### src/rtl/mcqc_pkg.sv
// ----------------------------------------------------------------------------
// mcqc_pkg
// Shared types and constants for the motion counter queue coalescer.
// ----------------------------------------------------------------------------
package mcqc_pkg;

  // Queue geometry and merge limit
  localparam int QUEUE_DEPTH = 256;
  localparam int PTR_W       = $clog2(QUEUE_DEPTH);
  localparam int MERGE_MAX   = 32;
  localparam int MCNT_W      = $clog2(MERGE_MAX + 1);

  // Field widths
  localparam int DELTA_W    = 16;
  localparam int GAIN_W     = 10;
  localparam int GAIN_FRAC  = 8;
  localparam int DZ_W       = 15;
  localparam int MAG_W      = DELTA_W + 1;
  localparam int PROD_W     = MAG_W + GAIN_W;
  localparam int ENTRY_W    = 2 * DELTA_W;
  localparam int SUM_W      = DELTA_W + MCNT_W;
  localparam int CMD_W      = 8;
  localparam int COUNT_W    = 6;
  localparam int CMD_LIMIT  = 127;

  // Configuration port
  localparam int CFG_IDX_W  = 2;
  localparam int CFG_DATA_W = 16;

  // Register reset values
  localparam logic              ENABLED_RST = 1'b1;
  localparam logic [DZ_W-1:0]   DZ_RST      = '0;
  localparam logic [GAIN_W-1:0] GAIN_RST    = GAIN_W'(256);

  typedef enum logic [CFG_IDX_W-1:0] {
    CFG_ENABLED   = 2'd0,
    CFG_DEAD_ZONE = 2'd1,
    CFG_GAIN      = 2'd2
  } cfg_idx_e;

  typedef enum logic {
    OP_MOVE  = 1'b0,
    OP_DRAIN = 1'b1
  } opcode_e;

  typedef enum logic [2:0] {
    ST_QUEUED   = 3'd0,
    ST_FULL     = 3'd1,
    ST_FILTERED = 3'd2,
    ST_EMITTED  = 3'd3,
    ST_EMPTY    = 3'd4
  } status_e;

  typedef enum logic [1:0] {
    S_IDLE,
    S_PUSH,
    S_DRAIN,
    S_DONE
  } state_e;

  typedef struct packed {
    opcode_e                    opcode;
    logic signed [DELTA_W-1:0]  move_dx;
    logic signed [DELTA_W-1:0]  move_dy;
  } in_item_t;

  typedef struct packed {
    status_e                    status;
    logic signed [CMD_W-1:0]    out_x;
    logic signed [CMD_W-1:0]    out_y;
    logic [COUNT_W-1:0]         merged_count;
  } out_item_t;

  // Ring pointer advance with wrap at any depth
  function automatic logic [PTR_W-1:0] next_slot(input logic [PTR_W-1:0] p);
    logic [PTR_W-1:0] n;
    n = (p == PTR_W'(QUEUE_DEPTH - 1)) ? '0 : p + PTR_W'(1);
    return n;
  endfunction

endpackage

### src/rtl/mcqc_scale.sv
// ----------------------------------------------------------------------------
// mcqc_scale
// Counteraction scaler: -d * gain / 256, truncated toward zero, saturated.
// ----------------------------------------------------------------------------
module mcqc_scale (
  input  logic                                  clk_i,
  input  logic                                  load_i,
  input  logic signed [mcqc_pkg::DELTA_W-1:0]   d_i,
  input  logic [mcqc_pkg::GAIN_W-1:0]           gain_i,
  output logic signed [mcqc_pkg::DELTA_W-1:0]   scaled_o
);

  localparam int Q_W = mcqc_pkg::PROD_W - mcqc_pkg::GAIN_FRAC;
  localparam logic [Q_W-1:0] POS_MAX = Q_W'((1 << (mcqc_pkg::DELTA_W - 1)) - 1);
  localparam logic [Q_W-1:0] NEG_MAG = Q_W'(1 << (mcqc_pkg::DELTA_W - 1));

  logic signed [mcqc_pkg::MAG_W-1:0] d_ext;
  logic [mcqc_pkg::MAG_W-1:0]        mag;
  logic [mcqc_pkg::PROD_W-1:0]       prod_d, prod_q;
  logic                              neg_d, neg_q;
  logic [Q_W-1:0]                    quot;

  assign d_ext  = mcqc_pkg::MAG_W'(d_i);
  assign mag    = d_ext[mcqc_pkg::MAG_W-1] ? mcqc_pkg::MAG_W'(-d_ext)
                                          : mcqc_pkg::MAG_W'(d_ext);
  assign prod_d = mcqc_pkg::PROD_W'(mag) * mcqc_pkg::PROD_W'(gain_i);
  assign neg_d  = d_i[mcqc_pkg::DELTA_W-1];

  // Register the product before saturation
  always_ff @(posedge clk_i) begin
    if (load_i) begin
      prod_q <= prod_d;
      neg_q  <= neg_d;
    end
  end

  assign quot = prod_q[mcqc_pkg::PROD_W-1:mcqc_pkg::GAIN_FRAC];

  // Negative input gives a positive result and vice versa
  always_comb begin
    if (neg_q) begin
      scaled_o = (quot > POS_MAX) ? mcqc_pkg::DELTA_W'(POS_MAX)
                                  : mcqc_pkg::DELTA_W'(quot);
    end else begin
      scaled_o = (quot > NEG_MAG) ? mcqc_pkg::DELTA_W'(NEG_MAG)
                                  : mcqc_pkg::DELTA_W'(-quot);
    end
  end

endmodule

### config.mk
export PLATFORM = sky130hd
export DESIGN_NAME = mcqc_scale
export DESIGN_NICKNAME = d
export VERILOG_FILES = /design/src/rtl/mcqc_pkg.sv /design/src/rtl/mcqc_scale.sv
export SDC_FILE = /design/constraint.sdc
export NUM_CORES = 1
export LEC_CHECK = 0
export BUFFER_PORTS_ARGS = -buffer_cell sky130_fd_sc_hd__buf_2
export CAP_MARGIN = 10
export CORE_MARGIN = 3
export CORE_UTILIZATION = 55
export CTS_CLUSTER_SIZE = 20
export DETAILED_ROUTE_END_ITERATION = 12
export GPL_ROUTABILITY_DRIVEN = 1
export MAX_ROUTING_LAYER = met4
export PLACE_DENSITY_LB_ADDON = 0.25
export SYNTH_ARGS = -nofsm -noshare
export SYNTH_HDL_FRONTEND = slang
export SYNTH_SLANG_ARGS = --single-unit
### constraint.sdc
create_clock -name clk_i -period 11.35 [get_ports clk_i]
set_input_delay 1.7025 -clock clk_i [delete_from_list [all_inputs] [get_ports clk_i]]
set_output_delay 1.7025 -clock clk_i [all_outputs]
set_load 0.05 [all_outputs]
# ---- Yosys cells after proc, flatten, opt, wreduce, memory -nomap -nowiden
# Cells that the tools add are included.
dict set report totals {
  out_inout_bits 16
  word_cells 11
  regBits 28
  in_bits 28
}
dict set report classes {
  n_mux 4
  mul 1
  n_addsub 2
  magnitude_cmp 2
}
# operator count
set op_table {}
lappend op_table {{2-to-1 mux 16 bit} 3}
lappend op_table {{multiplier 17 x 10 -> 27 bit} 1}
lappend op_table {{> comparator 19 x 15 -> 1 bit, second input constant} 1}
lappend op_table {{> comparator 19 x 16 -> 1 bit, second input constant} 1}
lappend op_table {{2-to-1 mux 17 bit} 1}
lappend op_table {{negator 16 -> 17 bit} 1}
lappend op_table {{negator 16 bit} 1}

# ---- Longest topological paths before layout
# Gate-level depths: netlist (run 1).
dict set report logic_depth {
  ltp_word 3
  depth_mapped 25
  ltp_nobuf 23
}

# ---- Worst setup path before layout (run 1)
# Ideal clock, no wire load.
dict set report synth_path {
  path_kind {input -> register}
  startpoint {in d_i[8] (netlist name)}
  endpoint {reg prod_q[21] (netlist name) (data pin)}
  stages 22
  path_buffers 1
  slack_ns 3.660
  arrival_ns 7.425
  setup_time_ns 0.265
  required_ns 11.085
  path_cell_list {or4_4 -> or4_4 -> or2_4 -> nand2_1 -> xnor2_1 -> nand2_1 -> fa_1 -> inv_1 -> fa_1 -> fa_1 -> fa_1 -> inv_1 -> fa_1 -> inv_1 -> ha_1 -> and3_1 -> clkbuf_1 -> nand2_1 -> a21o_1 -> o211a_1 -> o21ai_0 -> xor2_1}
}
dict set report synth_via {
  elab_chain_len 3
}
# item line
set synth_lines {}
lappend synth_lines {{from (decl)} mcqc_scale.sv:8} ;# input logic signed [mcqc_pkg::DELTA_W-1:0] d_i,
lappend synth_lines {{negator 16 -> 17 bit} mcqc_scale.sv:24} ;# assign mag = d_ext[mcqc_pkg::MAG_W-1] ? mcqc_pkg::MAG_W'(-d_ext)
lappend synth_lines {{2-to-1 mux 17 bit (*)} mcqc_scale.sv:24}
lappend synth_lines {{multiplier 17 x 10 -> 27 bit (*)} mcqc_scale.sv:26} ;# assign prod_d = mcqc_pkg::PROD_W'(mag) * mcqc_pkg::PROD_W'(gain_i);
lappend synth_lines {{via prod_d, one bit} mcqc_scale.sv:19} ;# logic [mcqc_pkg::PROD_W-1:0] prod_d, prod_q;
lappend synth_lines {{to (signal assigned)} mcqc_scale.sv:32} ;# prod_q <= prod_d;
lappend synth_lines {{to (decl)} mcqc_scale.sv:19}
# The timed path passes the listed nets; every way through them passes the cells marked *.
# A chain may end at the register's enable or synchronous reset.

# ---- Final worst setup path (run 1)
dict set report layout_path {
  startpoint {in d_i[8] (netlist name)}
  endpoint {reg prod_q[23] (netlist name) (data pin)}
}
# The elaborated chain is that of the path after synthesis.

==> flow_results.xml, run 1 <==
<?xml version="1.0" encoding="UTF-8"?>
<metrics>
  <group name="setup_path">
    <metric name="critPathCapture" unit="">prod_q[23]$_DFFE_PP_</metric>
    <metric name="critPathLaunchType" unit="">input pin</metric>
    <metric name="worst_ep_required_time" unit="ns">11.34</metric>
    <metric name="path_buf_inv" unit="">4</metric>
    <metric name="timing.critical_path.fanout_max" unit="">10</metric>
    <metric name="crit_path_max_incr_delay" unit="ns">0.59</metric>
    <metric name="cpLargestDelayFamily" unit="">adder cells</metric>
    <metric name="setup.worst_path.end_class" unit="">flop</metric>
    <metric name="critical_path_depth_in_cells" unit="">22</metric>
    <metric name="critPathKind" unit="">input pin to flop</metric>
    <metric name="worst-endpoint-arrival" unit="ns">8.39</metric>
    <metric name="timing.critical_path.slowest_stage_cell" unit="">sky130_fd_sc_hd__fa_1</metric>
    <metric name="cp_cell_sequence" unit="">buf_2 &gt; or4_4 &gt; or4_4 &gt; or2_4 &gt; nand2_1 &gt; xnor2_1 &gt; nand2_1 &gt; fa_1 &gt; inv_1 &gt; fa_1 &gt; fa_1 &gt; fa_1 &gt; inv_1 &gt; fa_1 &gt; inv_1 &gt; ha_1 &gt; a21oi_1 &gt; o21a_1 &gt; nand2_1 &gt; a2111oi_0 &gt; nor2_1 &gt; xor2_1</metric>
    <metric name="critPathMostFrequentCell" unit="">sky130_fd_sc_hd__fa_1</metric>
    <metric name="startpoint" unit="">d_i[8]</metric>
  </group>
  <group name="sta">
    <metric name="layout_worst_path_cycle_share" unit="%">74.0</metric>
    <metric name="timing.slew.headroom" unit="%">23.8</metric>
    <metric name="fin_ws" unit="ns">2.95</metric>
    <metric name="final.min_clock_period" unit="ns">8.40</metric>
    <metric name="setup_viol" unit="">0</metric>
    <metric name="rsz0062_at_grt" unit="">no</metric>
    <metric name="totalNegativeSetupSlack" unit="ns">0</metric>
    <metric name="timing.final.max_slew_violations" unit="">0</metric>
    <metric name="timing_worst_slew_pin_value" unit="ns">1.14</metric>
    <metric name="highest_clock_rate" unit="GHz">0.119</metric>
    <metric name="report.final.hold_viol_count" unit="">0</metric>
  </group>
  <group name="layout">
    <metric name="area_delta_synth_final" unit="%">6.88</metric>
    <metric name="post_route_cells_drive_above_1_share" unit="%">7.32</metric>
    <metric name="design_area" unit="um2">7290</metric>
    <metric name="insertedDiodeCount" unit="">0</metric>
    <metric name="num-nets-final" unit="">1015</metric>
  </group>
  <group name="drt">
    <metric name="remaining_drc_errors" unit="">0</metric>
    <metric name="routed_via_density" unit="">5.79</metric>
    <metric name="drt.antenna.violating_nets" unit="">0</metric>
    <metric name="route.vias.total" unit="">5639</metric>
    <metric name="postRouteWirelength" unit="um">17000</metric>
    <metric name="wl_per_cell" unit="um">17.4</metric>
    <metric name="number_of_detailed_routing_iterations_run_before_antenna_repair" unit="">5</metric>
    <metric name="drt_iter0_drc" unit="">403</metric>
  </group>
  <group name="cts">
    <metric name="tritoncts_sinks" unit="">20</metric>
    <metric name="cts.repair.resized" unit="">0</metric>
    <metric name="ctsRootBufferMaster" unit="">sky130_fd_sc_hd__clkbuf_16</metric>
    <metric name="cts_buffers" unit="">3</metric>
    <metric name="clock_tree.htree_level_count" unit="">1</metric>
    <metric name="clk_transition_reported_paths" unit="ns">0.06</metric>
    <metric name="cts.repair_timing.setup_buffer_count" unit="">0</metric>
    <metric name="cts_hold_bufs" unit="">0</metric>
    <metric name="cts.path.max_buffers" unit="">2</metric>
    <metric name="cts_tree" unit="">done</metric>
  </group>
  <group name="placement">
    <metric name="placement.setup.worst_slack" unit="ns">2.77</metric>
    <metric name="finalWeightedCongestion" unit="">0.918</metric>
    <metric name="placement.io_buffers" unit="">43</metric>
    <metric name="placed_area" unit="um2">7180</metric>
    <metric name="detailed_place_hpwl" unit="um">13800</metric>
  </group>
  <group name="grt">
    <metric name="grt_start_max_net_pins" unit="">28</metric>
    <metric name="antenna_violations_before_repair" unit="">0</metric>
    <metric name="total_global_routing_overflow" unit="">0</metric>
    <metric name="vias_in_the_first_global_route" unit="">5856</metric>
    <metric name="grt.total_usage" unit="%">26.3</metric>
    <metric name="grt_pass1_wl" unit="um">29200</metric>
  </group>
  <group name="synthesis">
    <metric name="share_of_synthesized_area_occupied_by_flip_flops_and_latches" unit="%">8.81</metric>
    <metric name="synth_edf_count" unit="">20</metric>
    <metric name="yosys_warnings" unit="">0</metric>
    <metric name="synth_largest_type_area_fraction" unit="%">34.3</metric>
    <metric name="syn_avg_cell_area" unit="um2">8.80</metric>
    <metric name="netlist_instances" unit="">775</metric>
    <metric name="post_synth_most_frequent_cells" unit="">sky130_fd_sc_hd__fa_1 (117), sky130_fd_sc_hd__inv_1 (112), sky130_fd_sc_hd__nand2_1 (110)</metric>
    <metric name="synth_ff_type" unit="">sky130_fd_sc_hd__edfxtp_1</metric>
    <metric name="mappedNetlistArea" unit="um2">6820</metric>
    <metric name="ys_ff_latch" unit="">20</metric>
    <metric name="synth_top_cells_by_area" unit="">sky130_fd_sc_hd__fa_1 (34%), sky130_fd_sc_hd__ha_1 (12%), sky130_fd_sc_hd__edfxtp_1 (8.8%), sky130_fd_sc_hd__and2_1 (6.8%), sky130_fd_sc_hd__inv_1 (6.2%)</metric>
    <metric name="synth_async_sr_flop_share" unit="%">0</metric>
    <metric name="ys_types" unit="">54</metric>
    <metric name="synth_area_leader_cell" unit="">sky130_fd_sc_hd__fa_1</metric>
    <metric name="most_frequent_cell_after_synthesis" unit="">sky130_fd_sc_hd__fa_1</metric>
  </group>
  <group name="status">
    <metric name="status" unit="">complete, no violations</metric>
  </group>
  <group name="floorplanning">
    <metric name="chipHeight" unit="um">117</metric>
    <metric name="fp.dieArea" unit="um2">13800</metric>
    <metric name="fp.dieW" unit="um">117</metric>
    <metric name="coreArea" unit="um2">12100</metric>
    <metric name="floorplan.initialDensity" unit="%">56.5</metric>
    <metric name="design.portCount" unit="">44</metric>
    <metric name="placement_rows" unit="">40</metric>
  </group>
  <group name="job">
    <metric name="max_cap_viol_count" unit="">0</metric>
  </group>
  <group name="worst_hold_path">
    <metric name="path_category_of_the_worst_min_delay_check" unit="">input pin to flop</metric>
  </group>
</metrics>
## state kept, by name, summed over array words and instances, names as in the netlist
signal,cells
prod_q,19
neg_q,1
## worst min-delay path by stage
stage                     cells after the start  slack [ns]               to     from
after floorplan                               0        1.80  neg_q$_DFFE_PP_  d_i[15]
after global placement                        1        2.12  neg_q$_DFFE_PP_  d_i[15]
after detailed placement                      1        2.13  neg_q$_DFFE_PP_  d_i[15]
after CTS                                     1        1.87  neg_q$_DFFE_PP_  d_i[15]
after global routing                          1        1.87  neg_q$_DFFE_PP_  d_i[15]
final                                         1        1.87  neg_q$_DFFE_PP_  d_i[15]
## metal layers
| metal | wire length (um) | share of wire, % | track usage [%] | vias to the layer above |
|---|---|---|---|---|
| met5 | 0 | 0 | - | - |
| met4 | 230 | 1.4 | 5.57 | 0 |
| met3 | 835 | 4.9 | 2.56 | 24 |
| met2 | 8770 | 52 | 44.3 | 178 |
| met1 | 7120 | 42 | 35.1 | 2848 |
| li1 | - | - | - | 2589 |
## cell usage in the layout (no fill, tap or decap), types with 18 or more instances in the layout
| cell | synthesis | layout |
|---|---|---|
| sky130_fd_sc_hd__a21o_1 | 18 | 18 |
| sky130_fd_sc_hd__a21oi_1 | 32 | 32 |
| sky130_fd_sc_hd__and2_1 | 74 | 74 |
| sky130_fd_sc_hd__buf_2 | 1 | 43 |
| sky130_fd_sc_hd__edfxtp_1 | 20 | 20 |
| sky130_fd_sc_hd__fa_1 | 117 | 117 |
| sky130_fd_sc_hd__ha_1 | 63 | 63 |
| sky130_fd_sc_hd__inv_1 | 112 | 112 |
| sky130_fd_sc_hd__nand2_1 | 110 | 110 |
| sky130_fd_sc_hd__nor2_1 | 29 | 29 |
| sky130_fd_sc_hd__xnor2_1 | 22 | 22 |
## metrics by stage
| stage | util, % | instances | hold slack [ns] |
|---|---|---|---|
| floorplan | - | 783 | 1.80 |
| global placement | 59.6 | 970 | 2.12 |
| detailed placement | 59.6 | 970 | 2.13 |
| CTS | 60.4 | 974 | 1.87 |
| global route | 60.4 | 974 | 1.87 |
| finish | 60.4 | 974 | 1.87 |
## layout make-up
| cell class | instances | area, um2 |
|---|---|---|
| sequential | 20 | 601 |
| timing repair buffer | 43 | 215 |
| inverter | 112 | 420 |
| clock buffer | 3 | 75.1 |
| tap | 168 | 210 |
| clock inverter | 1 | 30.0 |
| fill | 1077 | 4770 |
| multi-input combinational | 627 | 5740 |
## cell families (layout without fill, tap and decap cells)
family	count (synthesis)	in the layout	synth area share [%]
multiplexers	3	3	0.495
XOR/XNOR	32	32	4.11
AO/OA/AOI/OAI	114	114	11.5
AND/OR/NAND/NOR	288	288	21.6
flip-flops	20	20	8.81
adder cells (fa/ha/maj)	180	180	45.9
buffers and inverters	136	159	7.50
other	2	10	0.110
Power of run 1 is not shown: default switching activity piles up to over one toggle a cycle in this logic, so the estimate is an artifact.
==> run 2: changes to the inputs <==
==> constraint.sdc (replaced) <==
create_clock -name clk_i -period 7.3 [get_ports clk_i]
set_input_delay 1.095 -clock clk_i [delete_from_list [all_inputs] [get_ports clk_i]]
set_output_delay 1.095 -clock clk_i [all_outputs]
set_load 0.05 [all_outputs]
==> run 2 against run 1 <==
Net effect: via count increased by 2.0%; first-iteration DRC count decreased by 22%; routed wire length barely moved; sequential cell count did not move; cell count rose by 3.1%; critical path type unchanged; critical endpoint unchanged; largest cell class unchanged; highest routed layer unchanged.
==> flow_results.xml, run 2 (synthesized netlist as in run 1, its figures left out) <==
<?xml version="1.0" encoding="UTF-8"?>
<metrics>
  <group name="grt">
    <metric name="grt_pass1_wl" unit="um">29200</metric>
    <metric name="vias_in_the_first_global_route" unit="">6111</metric>
    <metric name="total_global_routing_overflow" unit="">0</metric>
    <metric name="grt_start_max_net_pins" unit="">28</metric>
    <metric name="grt.total_usage" unit="%">26.1</metric>
    <metric name="antenna_violations_before_repair" unit="">0</metric>
  </group>
  <group name="drt">
    <metric name="postRouteWirelength" unit="um">17000</metric>
    <metric name="drt.antenna.violating_nets" unit="">0</metric>
    <metric name="remaining_drc_errors" unit="">0</metric>
    <metric name="number_of_detailed_routing_iterations_run_before_antenna_repair" unit="">5</metric>
    <metric name="routed_via_density" unit="">5.73</metric>
    <metric name="route.vias.total" unit="">5752</metric>
    <metric name="drt_iter0_drc" unit="">313</metric>
    <metric name="wl_per_cell" unit="um">16.9</metric>
  </group>
  <group name="floorplanning">
    <metric name="design.portCount" unit="">44</metric>
    <metric name="placement_rows" unit="">40</metric>
    <metric name="chipHeight" unit="um">117</metric>
    <metric name="coreArea" unit="um2">12100</metric>
    <metric name="fp.dieArea" unit="um2">13800</metric>
    <metric name="fp.dieW" unit="um">117</metric>
    <metric name="floorplan.initialDensity" unit="%">56.5</metric>
  </group>
  <group name="cts">
    <metric name="cts_hold_bufs" unit="">0</metric>
    <metric name="clk_transition_reported_paths" unit="ns">0.05</metric>
    <metric name="cts_buffers" unit="">3</metric>
    <metric name="tritoncts_sinks" unit="">20</metric>
    <metric name="cts.path.max_buffers" unit="">2</metric>
    <metric name="cts_tree" unit="">done</metric>
    <metric name="clock_tree.htree_level_count" unit="">1</metric>
    <metric name="ctsRootBufferMaster" unit="">sky130_fd_sc_hd__clkbuf_16</metric>
  </group>
  <group name="sta">
    <metric name="timing.final.max_slew_violations" unit="">0</metric>
    <metric name="highest_clock_rate" unit="GHz">0.142</metric>
    <metric name="setup_viol" unit="">0</metric>
    <metric name="layout_worst_path_cycle_share" unit="%">96.4</metric>
    <metric name="timing.slew.headroom" unit="%">45.2</metric>
    <metric name="final.min_clock_period" unit="ns">7.04</metric>
    <metric name="fin_ws" unit="ns">0.260</metric>
    <metric name="hold-worst-slack" unit="ns">1.27</metric>
    <metric name="timing_worst_slew_pin_value" unit="ns">0.816</metric>
    <metric name="report.final.hold_viol_count" unit="">0</metric>
    <metric name="rsz0062_at_grt" unit="">yes</metric>
  </group>
  <group name="layout">
    <metric name="biggestRegsByFlops" unit="">prod_q x19, neg_q x1</metric>
    <metric name="design_area" unit="um2">7530</metric>
    <metric name="num-nets-final" unit="">1045</metric>
    <metric name="insertedDiodeCount" unit="">0</metric>
    <metric name="post_route_cells_drive_above_1_share" unit="%">11.0</metric>
    <metric name="largest_register_ffs" unit="">19</metric>
    <metric name="final_common_cell" unit="">sky130_fd_sc_hd__fa_1</metric>
    <metric name="max_flop_register" unit="">prod_q</metric>
    <metric name="final_cell_mix" unit="">sky130_fd_sc_hd__fa_1 (117), sky130_fd_sc_hd__inv_1 (112), sky130_fd_sc_hd__nand2_1 (110), sky130_fd_sc_hd__and2_1 (74), sky130_fd_sc_hd__ha_1 (63)</metric>
    <metric name="area_delta_synth_final" unit="%">10.4</metric>
  </group>
  <group name="setup_path">
    <metric name="crit_path_max_incr_delay" unit="ns">0.55</metric>
    <metric name="critPathKind" unit="">input pin to flop</metric>
    <metric name="cp_cell_sequence" unit="">buf_2 &gt; or4_4 &gt; or4_4 &gt; or2_4 &gt; nand2_1 &gt; xnor2_1 &gt; buf_4 &gt; nand2_1 &gt; fa_1 &gt; inv_1 &gt; fa_1 &gt; fa_1 &gt; fa_1 &gt; inv_1 &gt; fa_1 &gt; inv_1 &gt; ha_1 &gt; a21oi_1 &gt; o21a_1 &gt; nand2_1 &gt; a2111oi_0 &gt; nor2_1 &gt; xor2_1</metric>
    <metric name="critPathLaunchType" unit="">input pin</metric>
    <metric name="worst-endpoint-arrival" unit="ns">7.04</metric>
    <metric name="timing.critical_path.slowest_stage_cell" unit="">sky130_fd_sc_hd__or4_4</metric>
    <metric name="setup.worst_path.end_class" unit="">flop</metric>
    <metric name="timing.critical_path.fanout_max" unit="">9</metric>
    <metric name="critPathMostFrequentCell" unit="">sky130_fd_sc_hd__fa_1</metric>
    <metric name="worst_ep_required_time" unit="ns">7.30</metric>
  </group>
  <group name="placement">
    <metric name="placed_area" unit="um2">7410</metric>
    <metric name="placement.io_buffers" unit="">43</metric>
    <metric name="finalWeightedCongestion" unit="">0.895</metric>
    <metric name="placement.setup.worst_slack" unit="ns">-0.00441</metric>
    <metric name="detailed_place_hpwl" unit="um">14000</metric>
  </group>
  <group name="job">
    <metric name="max_cap_viol_count" unit="">0</metric>
  </group>
  <group name="status">
    <metric name="status" unit="">complete, no violations</metric>
  </group>
  <group name="worst_hold_path">
    <metric name="path_category_of_the_worst_min_delay_check" unit="">input pin to flop</metric>
  </group>
</metrics>
-- run 2: stage by stage --
| step | std cells | setup TNS, ns | utilization, % |
|---|---|---|---|
| floorplan | 783 | 0 | - |
| global placement | 1000 | 0 | 61.4 |
| detailed placement | 1000 | -0.00441 | 61.4 |
| CTS | 1004 | 0 | 62.3 |
| global route | 1004 | -0.00953 | 62.4 |
| finish | 1004 | 0 | 62.4 |
-- run 2: layout make-up --
class | instances | area (um2)
Clock inverter | 1 | 30.0
Tap cell | 168 | 210
Clock buffer | 3 | 75.1
Multi-Input combinational cell | 627 | 5750
Timing Repair Buffer | 73 | 440
Sequential cell | 20 | 601
Fill cell | 1051 | 4530
Inverter | 112 | 420
-- run 2: layer usage --
metal / share of wire (%) / routed length (um) / global-route usage [%]
met5: 0 / 0 / -
met1: 43 / 7280 / 35.4
met4: 1.8 / 299 / 5.50
met3: 4.6 / 785 / 2.46
met2: 51 / 8590 / 43.5
-- run 2: critical path, delay by kind of cell --
kind	cells	cell delay, ns
buf+inv	5	0.47
fa+ha+maj	6	2.87
xor+xnor	2	0.31
compound gates	3	0.74
simple gates	7	1.55
-- run 2: final timing paths --
| check | cells past startpoint | to | startpoint | slack (ns) |
|---|---|---|---|---|
| hold / removal | 1 | neg_q$_DFFE_PP_ | d_i[15] | 1.27 |
| setup / recovery | 23 | prod_q[23]$_DFFE_PP_ | d_i[8] | 0.26 |
-- run 2: repair_timing --
action | CTS | global route
setup buffers | 0 | 0
setup endpoints to repair | 0 | 6
resized for setup | 0 | 4
Power of run 2 is left out for the same reason.
